<file path="src/hw/rtl/stt_pkg.sv">
// Shared constants and types for the symbol table insert/update block.
`timescale 1ns / 1ps
`default_nettype none

package stt_pkg;

   // Default sizing, used as the defaults of the top level parameters
   localparam int TABLE_DEPTH_DEF = 64;
   localparam int KEY_BYTES_DEF   = 8;

   // Fixed field widths of the request and response channels
   localparam int ENTITY_KEY_W  = 64;
   localparam int ENTITY_CODE_W = 64;
   localparam int SLOT_INDEX_W  = 6;
   localparam int STATUS_W      = 2;

   // Response status codes
   typedef enum logic [STATUS_W-1:0] {
      STATUS_NEW     = 2'd0,
      STATUS_UPDATED = 2'd1,
      STATUS_FULL    = 2'd2
   } status_type;

   // Control part of the search token that walks the cell row
   typedef struct packed {
      logic active;   // token present at this cell boundary
      logic sel;      // table select: 0 keyword, 1 separator
      logic hit;      // an earlier cell already took the transfer
      logic updated;  // the taking cell held a matching key
   } tok_ctl_type;

endpackage : stt_pkg

`default_nettype wire

</file>
<file path="src/hw/rtl/stt_cell.sv">
// One cell of the symbol table row: holds entry CELL_INDEX of both tables.
`timescale 1ns / 1ps
`default_nettype none

module stt_cell
   import stt_pkg::*;
#(
   parameter int KEY_W      = 64,
   parameter int SLOT_W     = 6,
   parameter int CELL_INDEX = 0
) (
   input  wire logic                     clock,
   input  wire logic                     reset,
   input  wire tok_ctl_type              ctl_i,
   input  wire logic [KEY_W-1:0]         key_i,
   input  wire logic [ENTITY_CODE_W-1:0] code_i,
   input  wire logic [SLOT_W-1:0]        slot_i,
   output tok_ctl_type                   ctl_o,
   output logic [KEY_W-1:0]              key_o,
   output logic [ENTITY_CODE_W-1:0]      code_o,
   output logic [SLOT_W-1:0]             slot_o
);

   localparam logic [SLOT_W-1:0] MY_SLOT = SLOT_W'(CELL_INDEX);

   // Entry storage, index 0 keyword table, index 1 separator table
   logic [1:0]               valid_ff;
   logic [KEY_W-1:0]         key_ff  [2];
   logic [ENTITY_CODE_W-1:0] code_ff [2];

   tok_ctl_type              ctl_ff, ctl_in;
   logic [KEY_W-1:0]         tok_key_ff;
   logic [ENTITY_CODE_W-1:0] tok_code_ff;
   logic [SLOT_W-1:0]        tok_slot_ff, tok_slot_in;
   logic                     take;

   // Take the transfer at the first free entry or the first matching key
   always_comb begin
      take        = ctl_i.active && !ctl_i.hit &&
                    (!valid_ff[ctl_i.sel] || (key_ff[ctl_i.sel] == key_i));
      ctl_in      = ctl_i;
      tok_slot_in = slot_i;
      if (take) begin
         ctl_in.hit     = 1'b1;
         ctl_in.updated = valid_ff[ctl_i.sel];
         tok_slot_in    = MY_SLOT;
      end
   end

   // Write the entry and mark it valid
   always_ff @(posedge clock) begin
      if (reset) begin
         valid_ff <= '0;
      end else if (take) begin
         valid_ff[ctl_i.sel] <= 1'b1;
      end
   end

   always_ff @(posedge clock) begin
      if (take) begin
         key_ff[ctl_i.sel]  <= key_i;
         code_ff[ctl_i.sel] <= code_i;
      end
   end

   // Advance the token to the next cell
   always_ff @(posedge clock) begin
      if (reset) begin
         ctl_ff <= '0;
      end else begin
         ctl_ff <= ctl_in;
      end
   end

   always_ff @(posedge clock) begin
      tok_key_ff  <= key_i;
      tok_code_ff <= code_i;
      tok_slot_ff <= tok_slot_in;
   end

   assign ctl_o  = ctl_ff;
   assign key_o  = tok_key_ff;
   assign code_o = tok_code_ff;
   assign slot_o = tok_slot_ff;

endmodule : stt_cell

`default_nettype wire

</file>
<file path="config.mk">
export PLATFORM = sky130hd
export DESIGN_NAME = stt_cell
export DESIGN_NICKNAME = d
export VERILOG_FILES = /design/src/hw/rtl/stt_pkg.sv /design/src/hw/rtl/stt_cell.sv
export SDC_FILE = /design/constraint.sdc
export NUM_CORES = 1
export LEC_CHECK = 0
export BUFFER_PORTS_ARGS = -buffer_cell sky130_fd_sc_hd__buf_2
export CORE_MARGIN = 2
export CORE_UTILIZATION = 49
export CTS_CLUSTER_SIZE = 14
export DETAILED_ROUTE_END_ITERATION = 10
export PLACE_DENSITY = 0.78
export SKIP_LAST_GASP = 1
export SLEW_MARGIN = 20
export SYNTH_ARGS = -nofsm -noshare
export SYNTH_HDL_FRONTEND = slang
export SYNTH_SLANG_ARGS = --single-unit
export TNS_END_PERCENT = 10
</file>
<file path="constraint.sdc">
create_clock -name clock -period 5 [get_ports clock]
set_input_delay 1 -clock clock [delete_from_list [all_inputs] [get_ports clock]]
set_output_delay 1 -clock clock [all_outputs]
set_load 0.02 [all_outputs]
</file>
### Word level (Yosys, flattened, before mapping)

Memory sizes are Yosys's and may differ from the RTL's.
Cells that the tools add are included.

* $lt $le $gt $ge: 2
* eq/ne operators: 1
* muxes and demuxes: 7
* bitwise operators: 1
* reduce and logical (&&, ||, !) cells: 6

Operators by type and width (number)
* == test 64 bit: 1
* two-way mux 1 bit: 5
* logical AND 1 bit: 3
* logical NOT 1 bit: 2
* less-than comparator 1 x 2 -> 1 bit (second input constant): 1
* two-way mux 2 bit: 1
* OR 2 bit: 1
* demux 1 bit (select 1 bit): 1
* >= comparator 1 bit (second input constant): 1
* logical OR 1 bit: 1

* flip-flop bits (word level): 140
* memory bits (writable): 128
* bits of input ports: 140
* logic and storage cells: 26
* memories kept: 1

Memory list
* key_ff: depth 2, width 64, read ports 1, clocked after memory_dff 0, write ports 1, RTL line stt_cell.sv:28 `logic [KEY_W-1:0] key_ff [2];`

### Depth between registers and ports, before layout

* depth after elaboration: 7
* depth in mapped cells: 10
* gate-level depth less buffers: 6

### Least setup slack after synthesis

OpenSTA, ideal clock, no wires.

* path kind: in2reg
* start: input port ctl_i[2] in the netlist's numbering
* end: memory key_ff[0][0], enable pin
* library setup time: 0.427 ns
* arrival time: 4.191 ns
* slack: 0.381 ns
* stages: 7
* path buffers: 2
* cell sequence: buf_6 buf_8 mux2i_1 o221ai_1 or4_4 nor4_4 a31o_1

* longest elaborated chain between the ends: 7
* elaborated cells on any way between the ends: 9
* those cells by class: eq/ne: 1; mux: 4; reduce/logical: 3; memory: 1

Ends and longest elaborated chain
* from (decl): RTL line stt_cell.sv:14 `input wire tok_ctl_type ctl_i,`
* branches (longest 7 deep; another with memory read (2 x 64 bit))
* to (decl): RTL line stt_cell.sv:28

Several ways; the timed one is not identified. The select of a mux whose other input is x is not followed.

### Worst setup path in the final report

* start: input port ctl_i[2] in the netlist's numbering
* end: memory key_ff[1][49], enable pin

The elaborated chain is that of the path after synthesis.

==> metrics.md <==
| Metric | Value |
|---|---|
| Met2 Resource Use GR | `0.318` |
| Crit Path Category | `in -> reg` |
| Yosys cell types | `30` |
| Synthesized cell area | `8260 um2` |
| CTS resizes | `0` |
| Hold crit path type | `reg -> reg` |
| Critical path launch point type | `input port` |
| PnR Total Power | `4670 uW` |
| Die Footprint | `17,900 um2` |
| CP peak stage delay | `0.68 ns` |
| NetSw | `996 uW` |
| Later-pin clock latency in the skew report | `0.51 ns` |
| Clock sinks | `268` |
| H-Tree Depth | `1` |
| DP Wirelength | `11,600 um` |
| Clock group share of total power | `0.406` |
| Worst path bufs/invs | `2` |
| Post-synthesis sequential area ratio | `0.805` |
| # nets final | `901` |
| M1 GR Usage | `0.202` |
| Worst r2r src | `key_ff[1][0]` |
| Final RePlAce weighted congestion | `0.761` |
| Die width | `134 um` |
| Core area | `16,500 um2` |
| Fin. max-slew vios | `0` |
| Total gr overflow | `0` |
| CTS tree | `yes` |
| Port Buffers | `277` |
| Cells after synthesis | `458` |
| Max Cap Viol | `0` |
| Synthesized area per cell | `18.0 um2` |
| # diodes | `0` |
| Final worst-path cycle share | `0.797` |
| Final hold violations | `0` |
| Share of power burned in registers | `0.518` |
| Crit path time final | `3.99 ns` |
| PD cells | `433 nW/um2` |
| Maximum VDD drop | `0.297 mV` |
| Crit end category | `flip-flop` |
| Max clock buf depth | `3` |
| Least-Margin Pin Slew | `0.683 ns` |
| Max Fclk | `251 MHz` |
| Layout cell share with drive strength beyond 1 | `0.420` |
| Slew margin rel. | `0.544` |
| Antenna Violating Nets Remaining | `0` |
| R2R cell count | `7` |
| Req. time, crit path | `5.20 ns` |
| Setup TNS | `0 ns` |
| Initial Util | `0.500` |
| Layout filler cell count | `1,172` |
| YS warnings | `0` |
| Post-Place Worst Slack | `0.486 ns` |
| Most common cell after layout, fill and taps aside | `buf_2` |
| First-pass GRT wire length | `24,600 um` |
| Commonest non-fill, non-tap cells in the layout | `buf_2 (276), dfxtp_1 (140), edfxtp_1 (128), mux2i_1 (65), xnor2_1 (47)` |
| Vias in the first global route | `4,798` |
| RSZ-0062 raised after global routing | `no` |
| Gr usage total | `0.174` |
| # IOs | `278` |
| Worst-path clk slew | `0.06 ns` |
| Rows | `47` |
| Syn Nets | `598` |
| Synth Register Bits | `268` |
| Die Y | `134 um` |
| Critical path fanouts, max | `40` |
| P_leak | `0.00457 uW` |
| Cell class contributing the biggest share of worst-path delay | `simple AND/OR/NAND/NOR gates` |
| Drt wl/cell | `16.2 um` |
| Final wirelength | `16,200 um` |
| Largest net degree at the start of global routing | `47` |
| Ys flop type | `dfxtp_1` |
| CTS root buf | `clkbuf_16` |
| CTS buffer count | `26` |
| Utilization after layout | `0.653` |
| Via count | `4,711` |
| Worst setup path start | `ctl_i[2]` |
| Asr flop ratio synth | `0` |
| Setup violators final | `0` |
| EDFF count, synth | `128` |
| Postcts setup bufs | `0` |
| Final worst slack | `1.01 ns` |
| Clock skew | `0.0122 ns` |
| Layout area overhead | `30.6%` |
| Hold_sp | `valid_ff[0]` |
| # DRC | `0` |
| Detailed Route Iter0 Violations | `254` |
| Cell Int Power | `3670 uW` |
| Vias per cell | `4.71` |
| Grt peak-use layer | `met2` |
| Crit-path cells | `buf_4, mux2i_1, xnor2_1, nor4_1, nand4_1, nor4_4, a31o_4, buf_4` |
| CP most frequent cell | `buf_4` |
| Global routing usage on met3 | `0.0420` |
| Gate power share | `0.076` |
| First-pass DRT Iterations | `4` |
| Outcome | `finished, final reports clean` |
| Initial antenna violation count | `0` |
| Hold path depth | `1` |
| Critical path depth | `8` |
| Critical Path AT | `4.19 ns` |
| Switching share of power | `0.213` |
| Hold buffers post-CTS | `0` |
| CP max-delay cell | `nor4_4` |
## sequential cells by signal, summed over array words and instances (netlist names)
name      cells
code_o       64
ctl_o         4
slot_o        6
valid_ff      2
key_ff      128
key_o        64
## path summary, 6_finish.rpt
path	to	slack [ns]
max reg2reg	key_ff[1][49]	1.81
max	key_ff[1][49]	1.01
min reg2reg	valid_ff[0]	0.48
min	valid_ff[0]	0.48
## power groups by stage
stage / combinational [uW] / sequential (uW) / clock, uW
after CTS: 360 / 2420 / 1940
after floorplan: 112 / 2550 / 0
after global placement: 350 / 2460 / 0
after detailed placement: 359 / 2470 / 0
after global routing: 381 / 2420 / 2020
final: 355 / 2420 / 1890
## cell families after synthesis
| group | synth area share |
|---|---|
| flip-flops | 0.805 |
| AO/OA/AOI/OAI | 0.0176 |
| AND/OR/NAND/NOR | 0.0268 |
| XOR/XNOR | 0.0605 |
| buffers and inverters | 0.0112 |
| multiplexers | 0.0788 |
## per-layer routing
layer | wire (um) | part of all wire | vias to the layer above
met5 | 0 | 0 | -
met3 | 1160 | 0.071 | 34
met4 | 438 | 0.027 | 0
li1 | - | - | 2273
met1 | 6110 | 0.38 | 2193
met2 | 8510 | 0.52 | 211
## area by class of cell
| type | instances | area (um2) | share of cell area |
|---|---|---|---|
| Sequential cell | 268 | 6650 | 0.616 |
| Multi-Input combinational cell | 179 | 1530 | 0.142 |
| Timing Repair Buffer | 283 | 1460 | 0.135 |
| Clock buffer | 43 | 832 | 0.0771 |
| Tap cell | 220 | 275 | 0.0255 |
| Clock inverter | 5 | 27.5 | 0.00255 |
| Inverter | 3 | 11.3 | 0.00104 |
## worst reg2reg max path, cell delays in order, from the launching register on
cell and delay (ns):
edfxtp_1 0.37, mux2i_1 0.20, xnor2_1 0.09, nor4_1 0.39
nand4_1 0.29, nor4_4 0.68, a31o_4 0.53, buf_4 0.32
## stage by stage
step | area [um2] | std cells | hold slack [ns]
detailed placement | 9930 | 953 | 0.467
global route | 10800 | 1001 | 0.503
floorplan | 8260 | 458 | 0.426
finish | 10800 | 1001 | 0.477
CTS | 10800 | 1001 | 0.481
global placement | 9930 | 953 | 0.434
## cells in the mapped netlist, types with 2 or more instances
library cell,n,area share
xor2_1,10,0.011
buf_6,3,0.0041
nand4_1,6,0.0045
nand2_1,8,0.0036
nor4_1,10,0.0076
nor2b_1,2,0.0015
a221oi_1,2,0.0021
inv_1,3,0.0014
buf_8,2,0.0036
nor2_1,3,0.0014
mux2i_1,65,0.079
edfxtp_1,128,0.47
nor3_1,2,0.0012
dfxtp_1,140,0.34
buf_2,2,0.0012
a31o_1,4,0.0042
a21oi_1,8,0.0049
xnor2_1,47,0.050
o22ai_1,2,0.0015
Note: power is estimated with default switching activity, not from simulation.
